File: config.mk
export PLATFORM = sky130hd
export DESIGN_NAME = eac_step
export DESIGN_NICKNAME = d
export VERILOG_FILES = /design/src/hdl/eac_pkg.sv /design/src/hdl/eac_step.sv
export SDC_FILE = /design/constraint.sdc
export NUM_CORES = 1
export LEC_CHECK = 0
export BUFFER_PORTS_ARGS = -buffer_cell sky130_fd_sc_hd__buf_2
export CORE_MARGIN = 3
export CORE_UTILIZATION = 35
export DETAILED_ROUTE_END_ITERATION = 10
export PLACE_DENSITY = 0.56
export REMOVE_ABC_BUFFERS = 1
export SYNTH_ARGS = -nofsm -noshare
export SYNTH_HDL_FRONTEND = slang
export SYNTH_SLANG_ARGS = --single-unit
File: constraint.sdc
create_clock -name vclk -period 5.7
set_input_delay 0.285 -clock vclk [all_inputs]
set_output_delay 0.285 -clock vclk [all_outputs]
set_load 0.03 [all_outputs]
File: src/hdl/eac_pkg.sv
// ----------------------------------------------------------------------------
// eac_pkg: shared types, codes and character classes
// Payload structs, checker state, configuration registers and error codes
// for the mailbox address syntax checker.
// ----------------------------------------------------------------------------
package eac_pkg;

    // ---- payload ----------------------------------------------------------
    typedef struct packed {
        logic [7:0] byte_in;
        logic       last;
    } t_in;

    typedef struct packed {
        logic [4:0] error_code;
        logic [8:0] error_offset;
    } t_out;

    // ---- configuration ----------------------------------------------------
    localparam int CFG_DATA_W = 9;
    localparam int CFG_IDX_W  = 2;

    localparam logic [CFG_IDX_W-1:0] CFG_LOCAL_MAX   = 2'd0;
    localparam logic [CFG_IDX_W-1:0] CFG_LABEL_MAX   = 2'd1;
    localparam logic [CFG_IDX_W-1:0] CFG_DOMAIN_MAX  = 2'd2;
    localparam logic [CFG_IDX_W-1:0] CFG_ADDRESS_MAX = 2'd3;

    typedef struct packed {
        logic [6:0] local_max;
        logic [5:0] label_max;
        logic [7:0] domain_max;
        logic [8:0] address_max;
    } t_cfg;

    localparam t_cfg C_CFG_RESET = '{
        local_max:   7'd64,
        label_max:   6'd63,
        domain_max:  8'd255,
        address_max: 9'd256
    };

    // ---- error codes ------------------------------------------------------
    localparam logic [4:0] ERR_NONE            = 5'd0;
    localparam logic [4:0] ERR_LOCAL_EMPTY     = 5'd2;
    localparam logic [4:0] ERR_LOCAL_CHAR      = 5'd3;
    localparam logic [4:0] ERR_LOCAL_LONG      = 5'd4;
    localparam logic [4:0] ERR_LEAD_DOT        = 5'd5;
    localparam logic [4:0] ERR_TRAIL_DOT       = 5'd6;
    localparam logic [4:0] ERR_DOUBLE_DOT      = 5'd7;
    localparam logic [4:0] ERR_OPEN_QUOTE      = 5'd8;
    localparam logic [4:0] ERR_BAD_ESCAPE      = 5'd9;
    localparam logic [4:0] ERR_QUOTED_CHAR     = 5'd10;
    localparam logic [4:0] ERR_NO_AT           = 5'd11;
    localparam logic [4:0] ERR_DOMAIN_EMPTY    = 5'd13;
    localparam logic [4:0] ERR_DOMAIN_CHAR     = 5'd14;
    localparam logic [4:0] ERR_LABEL_EMPTY     = 5'd15;
    localparam logic [4:0] ERR_LABEL_LONG      = 5'd16;
    localparam logic [4:0] ERR_DOMAIN_LONG     = 5'd17;
    localparam logic [4:0] ERR_LEAD_HYPHEN     = 5'd18;
    localparam logic [4:0] ERR_TRAIL_HYPHEN    = 5'd19;
    localparam logic [4:0] ERR_LITERAL_EMPTY   = 5'd20;
    localparam logic [4:0] ERR_LITERAL_OPEN    = 5'd21;
    localparam logic [4:0] ERR_LITERAL_CHAR    = 5'd22;
    localparam logic [4:0] ERR_ADDRESS_LONG    = 5'd23;

    // ---- characters -------------------------------------------------------
    localparam logic [7:0] CH_SPACE   = 8'h20;
    localparam logic [7:0] CH_PMIN    = 8'h21;
    localparam logic [7:0] CH_PMAX    = 8'h7E;
    localparam logic [7:0] CH_QUOTE   = 8'h22;
    localparam logic [7:0] CH_BSLASH  = 8'h5C;
    localparam logic [7:0] CH_DOT     = 8'h2E;
    localparam logic [7:0] CH_AT      = 8'h40;
    localparam logic [7:0] CH_HYPHEN  = 8'h2D;
    localparam logic [7:0] CH_LBRACK  = 8'h5B;
    localparam logic [7:0] CH_RBRACK  = 8'h5D;

    localparam logic [8:0] C_COUNT_SAT = 9'h1FF;

    // ---- checker state ----------------------------------------------------
    typedef enum logic [1:0] {
        PH_LOCAL,
        PH_DOMAIN,
        PH_DONE
    } t_phase;

    typedef enum logic [2:0] {
        LM_START,
        LM_ATOM,
        LM_DOT,
        LM_QSTART,
        LM_QCHAR,
        LM_QESC
    } t_lmode;

    typedef enum logic [1:0] {
        DM_LSTART,
        DM_LCHAR,
        DM_LIT
    } t_dmode;

    typedef struct packed {
        t_phase     phase;
        t_lmode     local_mode;
        t_dmode     domain_mode;
        logic [6:0] local_count;
        logic [5:0] label_count;
        logic [8:0] domain_count;
        logic [8:0] position;
        logic       prev_hyphen;
        logic [4:0] first_error;
        logic [8:0] first_error_offset;
    } t_state;

    localparam t_state C_STATE_CLEAR = '{
        phase:              PH_LOCAL,
        local_mode:         LM_START,
        domain_mode:        DM_LSTART,
        local_count:        7'd0,
        label_count:        6'd0,
        domain_count:       9'd0,
        position:           9'd0,
        prev_hyphen:        1'b0,
        first_error:        ERR_NONE,
        first_error_offset: 9'd0
    };

    // ---- character classes ------------------------------------------------
    function automatic logic f_is_alnum(input logic [7:0] c);
        return (c inside {[8'h30:8'h39], [8'h41:8'h5A], [8'h61:8'h7A]});
    endfunction

    function automatic logic f_is_atext(input logic [7:0] c);
        return f_is_alnum(c) ||
               (c inside {8'h21, 8'h23, 8'h24, 8'h25, 8'h26, 8'h27, 8'h2A, 8'h2B,
                          8'h2D, 8'h2F, 8'h3D, 8'h3F, 8'h5E, 8'h5F, 8'h60, 8'h7B,
                          8'h7C, 8'h7D, 8'h7E});
    endfunction

    function automatic logic f_is_qtext(input logic [7:0] c);
        return (c inside {[CH_SPACE:CH_PMAX]}) && (c != CH_QUOTE) && (c != CH_BSLASH);
    endfunction

    function automatic logic f_is_dlit(input logic [7:0] c);
        return (c inside {[CH_PMIN:CH_PMAX]}) && (c != CH_LBRACK) && (c != CH_RBRACK) &&
               (c != CH_BSLASH);
    endfunction

endpackage

File: src/hdl/eac_step.sv
// ----------------------------------------------------------------------------
// eac_step: one-byte state update and verdict
// Advances the local/domain parser by one byte, latches the first error and
// forms the verdict on the final byte of an address.
// ----------------------------------------------------------------------------
module eac_step (
    input  eac_pkg::t_state i_state,
    input  eac_pkg::t_cfg   i_cfg,
    input  logic [7:0]      i_byte,
    input  logic            i_last,
    output eac_pkg::t_state o_state,
    output eac_pkg::t_out   o_result
);
    import eac_pkg::*;

    t_state     w_step;
    logic [4:0] w_err;
    logic [8:0] w_off;
    logic [8:0] w_len;

    // parser update and first-error latch
    always_comb begin
        w_step = i_state;
        w_err  = ERR_NONE;
        w_off  = i_state.position;
        if (i_state.first_error == ERR_NONE) begin
            case (i_state.phase)
                PH_LOCAL: begin
                    case (i_state.local_mode)
                        LM_START: begin
                            if (i_byte == CH_QUOTE) begin
                                w_step.local_mode = LM_QSTART;
                            end else if (i_byte == CH_DOT) begin
                                w_err = ERR_LEAD_DOT;
                            end else if (i_byte == CH_AT) begin
                                w_err = ERR_LOCAL_EMPTY;
                            end else if (f_is_atext(i_byte)) begin
                                w_step.local_mode  = LM_ATOM;
                                w_step.local_count = 7'd1;
                            end else begin
                                w_err = ERR_LOCAL_CHAR;
                            end
                        end
                        LM_ATOM: begin
                            if (i_byte == CH_AT) begin
                                w_step.phase = PH_DOMAIN;
                            end else if (i_byte == CH_DOT || f_is_atext(i_byte)) begin
                                if (i_byte == CH_DOT) w_step.local_mode = LM_DOT;
                                if (i_state.local_count >= i_cfg.local_max) begin
                                    w_err = ERR_LOCAL_LONG;
                                end else begin
                                    w_step.local_count = i_state.local_count + 7'd1;
                                end
                            end else begin
                                w_err = ERR_LOCAL_CHAR;
                            end
                        end
                        LM_DOT: begin
                            if (i_byte == CH_DOT) begin
                                w_err = ERR_DOUBLE_DOT;
                            end else if (i_byte == CH_AT) begin
                                w_err = ERR_TRAIL_DOT;
                            end else if (f_is_atext(i_byte)) begin
                                w_step.local_mode = LM_ATOM;
                                if (i_state.local_count >= i_cfg.local_max) begin
                                    w_err = ERR_LOCAL_LONG;
                                end else begin
                                    w_step.local_count = i_state.local_count + 7'd1;
                                end
                            end else begin
                                w_err = ERR_LOCAL_CHAR;
                            end
                        end
                        LM_QSTART: begin
                            if (i_byte == CH_QUOTE) begin
                                w_err = ERR_LOCAL_EMPTY;
                            end else if (i_byte == CH_BSLASH) begin
                                w_step.local_mode = LM_QESC;
                            end else if (f_is_qtext(i_byte)) begin
                                // first quoted byte is taken without a limit check
                                w_step.local_mode  = LM_QCHAR;
                                w_step.local_count = i_state.local_count + 7'd1;
                            end else begin
                                w_err = ERR_QUOTED_CHAR;
                            end
                        end
                        LM_QCHAR: begin
                            if (i_byte == CH_QUOTE) begin
                                w_step.local_mode = LM_ATOM;
                            end else if (i_byte == CH_BSLASH) begin
                                w_step.local_mode = LM_QESC;
                            end else if (f_is_qtext(i_byte)) begin
                                if (i_state.local_count >= i_cfg.local_max) begin
                                    w_err = ERR_LOCAL_LONG;
                                end else begin
                                    w_step.local_count = i_state.local_count + 7'd1;
                                end
                            end else begin
                                w_err = ERR_QUOTED_CHAR;
                            end
                        end
                        LM_QESC: begin
                            if (i_byte < CH_SPACE || i_byte > CH_PMAX) begin
                                w_err = ERR_BAD_ESCAPE;
                            end else begin
                                w_step.local_mode = LM_QCHAR;
                                if (i_state.local_count >= i_cfg.local_max) begin
                                    w_err = ERR_LOCAL_LONG;
                                end else begin
                                    w_step.local_count = i_state.local_count + 7'd1;
                                end
                            end
                        end
                        default: begin
                            w_err = ERR_LOCAL_CHAR;
                        end
                    endcase
                end
                PH_DOMAIN: begin
                    case (i_state.domain_mode)
                        DM_LSTART: begin
                            if (i_byte == CH_LBRACK) begin
                                w_step.domain_mode = DM_LIT;
                            end else if (i_byte == CH_DOT) begin
                                w_err = ERR_LABEL_EMPTY;
                            end else if (i_byte == CH_HYPHEN) begin
                                w_err = ERR_LEAD_HYPHEN;
                            end else if (f_is_alnum(i_byte)) begin
                                w_step.domain_mode  = DM_LCHAR;
                                w_step.label_count  = 6'd1;
                                w_step.domain_count = i_state.domain_count + 9'd1;
                            end else begin
                                w_err = ERR_DOMAIN_CHAR;
                            end
                        end
                        DM_LCHAR: begin
                            if (i_byte == CH_DOT) begin
                                if (i_state.prev_hyphen) begin
                                    w_off = i_state.position - 9'd1;
                                    w_err = ERR_TRAIL_HYPHEN;
                                end else begin
                                    w_step.domain_mode = DM_LSTART;
                                    w_step.label_count = 6'd0;
                                    if (i_state.domain_count >= {1'b0, i_cfg.domain_max}) begin
                                        w_err = ERR_DOMAIN_LONG;
                                    end else begin
                                        w_step.domain_count = i_state.domain_count + 9'd1;
                                    end
                                end
                            end else if (i_byte == CH_HYPHEN || f_is_alnum(i_byte)) begin
                                if (i_state.label_count >= i_cfg.label_max) begin
                                    w_err = ERR_LABEL_LONG;
                                end else if (i_state.domain_count >=
                                             {1'b0, i_cfg.domain_max}) begin
                                    w_err = ERR_DOMAIN_LONG;
                                end else begin
                                    w_step.label_count  = i_state.label_count + 6'd1;
                                    w_step.domain_count = i_state.domain_count + 9'd1;
                                end
                            end else begin
                                w_err = ERR_DOMAIN_CHAR;
                            end
                        end
                        DM_LIT: begin
                            if (i_byte == CH_RBRACK) begin
                                if (i_state.domain_count == 9'd0) begin
                                    w_err = ERR_LITERAL_EMPTY;
                                end else if (!i_last) begin
                                    w_err = ERR_LITERAL_CHAR;
                                end else begin
                                    w_step.phase = PH_DONE;
                                end
                            end else if (f_is_dlit(i_byte)) begin
                                if (i_state.domain_count < C_COUNT_SAT) begin
                                    w_step.domain_count = i_state.domain_count + 9'd1;
                                end
                            end else begin
                                w_err = ERR_LITERAL_CHAR;
                            end
                        end
                        default: begin
                            w_err = ERR_DOMAIN_CHAR;
                        end
                    endcase
                end
                default: ;
            endcase
        end
        if (w_err != ERR_NONE) begin
            w_step.first_error        = w_err;
            w_step.first_error_offset = w_off;
        end
    end

    // next stored state: advance position, or clear after the final byte
    always_comb begin
        o_state = w_step;
        if (i_last) begin
            o_state = C_STATE_CLEAR;
        end else begin
            o_state.prev_hyphen = (i_byte == CH_HYPHEN);
            if (i_state.position < i_cfg.address_max) begin
                o_state.position = i_state.position + 9'd1;
            end
        end
    end

    // verdict for the final byte
    assign w_len = i_state.position + 9'd1;

    always_comb begin
        o_result.error_code   = w_step.first_error;
        o_result.error_offset = w_step.first_error_offset;
        if (i_state.position >= i_cfg.address_max) begin
            o_result.error_code   = ERR_ADDRESS_LONG;
            o_result.error_offset = i_cfg.address_max;
        end else if (w_step.first_error == ERR_NONE) begin
            o_result.error_code   = ERR_NONE;
            o_result.error_offset = 9'd0;
            case (w_step.phase)
                PH_LOCAL: begin
                    if (w_step.local_mode == LM_QSTART || w_step.local_mode == LM_QCHAR ||
                        w_step.local_mode == LM_QESC) begin
                        o_result.error_code   = ERR_OPEN_QUOTE;
                        o_result.error_offset = w_len;
                    end else begin
                        o_result.error_code   = ERR_NO_AT;
                        o_result.error_offset = i_state.position;
                    end
                end
                PH_DOMAIN: begin
                    case (w_step.domain_mode)
                        DM_LSTART: begin
                            o_result.error_code   = ERR_DOMAIN_EMPTY;
                            o_result.error_offset = w_len;
                        end
                        DM_LCHAR: begin
                            if (i_byte == CH_HYPHEN) begin
                                o_result.error_code   = ERR_TRAIL_HYPHEN;
                                o_result.error_offset = i_state.position;
                            end
                        end
                        default: begin
                            o_result.error_code   = ERR_LITERAL_OPEN;
                            o_result.error_offset = w_len;
                        end
                    endcase
                end
                default: ;
            endcase
        end
    end

endmodule

# Word-level counts from Yosys, hierarchy flattened
# Cells that the tools add are included.
# word_totals
input_bits,92
reg_bits,0
elab_cells,207
output_inout_bits,67
# op_classes
n_lt_le_gt_ge,17
reduce_logical,27
n_addsub,5
muxes,116
n_eq_ne,42
# ops
cell,count
2-to-1 mux 15 bit,10
2-to-1 mux 7 bit,18
2-to-1 mux 5 bit,24
== test 8 x 6 -> 1 bit (second input constant),14
2-to-1 mux 9 bit,10
== test 8 x 7 -> 1 bit (second input constant),11
2-to-1 mux 14 bit,5
2-to-1 mux 29 bit,2
one-hot mux 14 bit (2 select lines),2
2-to-1 mux 3 bit,16
one-hot mux 7 bit (6 select lines),1
one-hot mux 5 bit (6 select lines),1
2-to-1 mux 2 bit,14
one-hot mux 9 bit (3 select lines),1
greater-or-equal comparator 8 x 6 -> 1 bit (second input constant),3
<= comparator 8 x 7 -> 1 bit (second input constant),3
!= test 8 x 7 -> 1 bit (second input constant),3
nonzero test 19 bit,1
adder 9 x 1 -> 9 bit (second input constant),2
one-hot mux 3 bit (6 select lines),1
greater-or-equal comparator 8 x 7 -> 1 bit (second input constant),2
2-to-1 mux 4 bit,4
one-hot mux 5 bit (3 select lines),1
== test 3 bit (second input constant),4
30 further kinds,54

# Longest topological paths before layout
# depth
word_depth,18
ltp_mapped,14
ltp_nobuf,12

# Worst setup path before layout
# No wires, ideal clock.
# synth_path
path_kind,input to output
start,in i_byte[6]
end,out o_result[4] (netlist name)
path_stages,13
required_time_ns,5.415
t_arrival_ns,3.296
slack_ns,2.119
path_cell_list,buf_6 -> or4b_4 -> buf_6 -> or3_1 -> buf_6 -> o31ai_4 -> o221ai_2 -> a221oi_4 -> nand4_4 -> or2_1 -> buf_6 -> or3_1 -> o211ai_1
# synth_rtl
element,line_no,text
"start, declared",eac_step.sv:9,"input logic [7:0] i_byte,"
"end, declared",eac_step.sv:12,output eac_pkg::t_out o_result

==> out/qor.yml <==
detailed_routing:
  via_per_inst: 5.986
  wl_met1_mm: 7.262
  firstDrtPassIters: 4
  drt_iter0_drc: 488
  dr_wl_met2_mm: 7.248
  drc: 0
  route.met3.wl_mm: 1.155
  vias: 5675
  highest_layer: "met4"
  routed_wl_mm: 15.95
  wl_per_cell_um: 16.82
  antenna_left: 0
placement:
  portBuffers: 159
  hpwl_mm: 12.86
  dp_slack_ps: 1411
  place_congestion: 0.9095
sta:
  post-route-min-period_ps: 4372
  fmax_mhz: 228.7
  worst_pin_slew_ps: 913.0
  rsz0062_at_grt: "false"
  finalHoldViolations: 0
  finalCritPeriodShare: 0.7670
  setup_viol: 0
  drv_slew: 0
  maxSlewHeadroom: 0.3866
  setup_ws_ps: 1328
  fin_setup_tns_ps: 0
synth:
  synth_top_family_by_area: "simple AND/OR/NAND/NOR gates"
  yosysWarnings: 0
  synth_cell_types: 77
  synth_cells: 693
  synthSimpleGateAreaFrac: 0.3791
  synth_xor_area_frac: 0.04098
  netlist_area_sq_um: 4274
  synth_compound_area_frac: 0.3580
  ys_seq_area_frac: 0
  syn_avg_cell_area_sq_um: 6.168
  yosys.area_share.adder: 0.1054
  synthMuxAreaShare: 0.02488
floorplan:
  core_area_sq_um: 11660
  die_x_um: 116.5
  die_h_um: 116.5
  die_area_sq_um: 13570
  row_count: 39
  initial_utilization: 0.3665
  boundaryPins: 159
worst_setup_path:
  critPathMaxFanout: 18
  worst-setup-path-type: "input port to primary output"
  required_ps: 5410
  cp-start-kind: "input port"
  worstPathArrival_ps: 4090
  critPathCaptureType: "primary output"
min_path:
  hold_depth: 3
  hp-class: "input port to primary output"
global_routing:
  grt_pass1_vias: 5209
  antenna_found_initial: 0
  gr-usage-all-layers: 0.2187
  grt_max_degree: 56
  grt_pass1_wl_mm: 25.05
  overflow: 0
clock_network:
  ctsHoldBuffers: 0
  cts_setup_buffers: 0
  cts_resized: 0
finish:
  nNetsFinal: 935
  areaGrowthSynthToFinish_pct: 17.51
  nClkBuffers: 0
  antenna_cells: 0
  register_area_sq_um: 0
  final_common_cell: "buf_2"
  drive_gt1_frac: 0.2385
  multi_input_area_sq_um: 3882
  final_cell_mix: "buf_2, nor2_1, nand2_1"
  fillCellCount: 1267
  seq_cell_count: 0
power_and_ir_drop:
  ir_drop_mv: 0.04127
  power_density_nw_per_um2: 81.41
  p_leak_nw: 2.283
  power.total_mw: 0.4089
status:
  status: "finished clean"
run:
  max_cap_violations: 0
## report_power, final
group          internal [mW]  switching, mW  total (mW)
sequential                 0              0           0
combinational          0.138          0.270       0.409
clock                      0              0           0
total                  0.138          0.270       0.409
## logic make-up after synthesis
family,Yosys count
simple gates,318
fa+ha+maj,36
buf+inv,90
compound gates,219
mux,10
xor+xnor,20
## layout make-up
type                       instances  share of cell area
tap                              143             0.03563
multi-input combinational        603              0.7730
timing repair buffer             160              0.1599
inverter                          42             0.03139
## layer usage
metal,GRT usage,vias up
met1,0.3122,2619
li1,-,2781
met3,0.01503,23
met5,0,-
met2,0.3642,252
met4,0.04022,0
## through the flow
step	area, sq um	hold WS [ps]	util	std cells
final	5022	985.1	0.4306	948
after global routing	5022	993.8	0.4306	948
after CTS	5022	982.4	0.4306	948
after detailed placement	5022	982.6	0.4306	948
after global placement	5022	974.2	0.4306	948
after floorplan	4040	679.6	-	645
## worst max-delay path: stages
cell and delay [ps]:
buf_2 200, or4_4 580, o22ai_2 250, or3_1 280
nand3_1 350, o21ai_1 430, o21ai_0 240, o21ai_4 320
o21ai_1 110, a2111oi_0 640, a221o_1 200, buf_2 190
## synth_stat cells (all sizes together) (5+ instances only)
master / instances / share of area
a211oi: 12 / 0.022
a21o: 8 / 0.014
a21oi: 57 / 0.067
a221o: 6 / 0.014
a22oi: 5 / 0.0088
a31o: 5 / 0.010
a31oi: 15 / 0.022
and3: 14 / 0.020
buf: 15 / 0.026
clkbuf: 33 / 0.029
ha: 36 / 0.11
inv: 42 / 0.037
mux2: 5 / 0.013
mux2i: 5 / 0.012
nand2: 63 / 0.055
nand2b: 11 / 0.016
nand3: 29 / 0.034
nand3b: 8 / 0.014
nand4: 9 / 0.017
nor2: 98 / 0.087
nor2b: 16 / 0.023
nor3: 25 / 0.033
nor4: 7 / 0.010
o211ai: 8 / 0.014
o21a: 5 / 0.0088
o21ai: 43 / 0.053
o221ai: 5 / 0.012
o22ai: 6 / 0.010
o31ai: 7 / 0.019
or2: 6 / 0.0088
or3: 13 / 0.019
xnor2: 16 / 0.033
## final timing paths
kind	start	endpoint	slack, ps
setup / recovery	i_byte[2]	o_result[5]	1330
hold / removal	i_cfg[0]	o_result[0]	990
No activity file was read; power rests on OpenSTA's default activity.
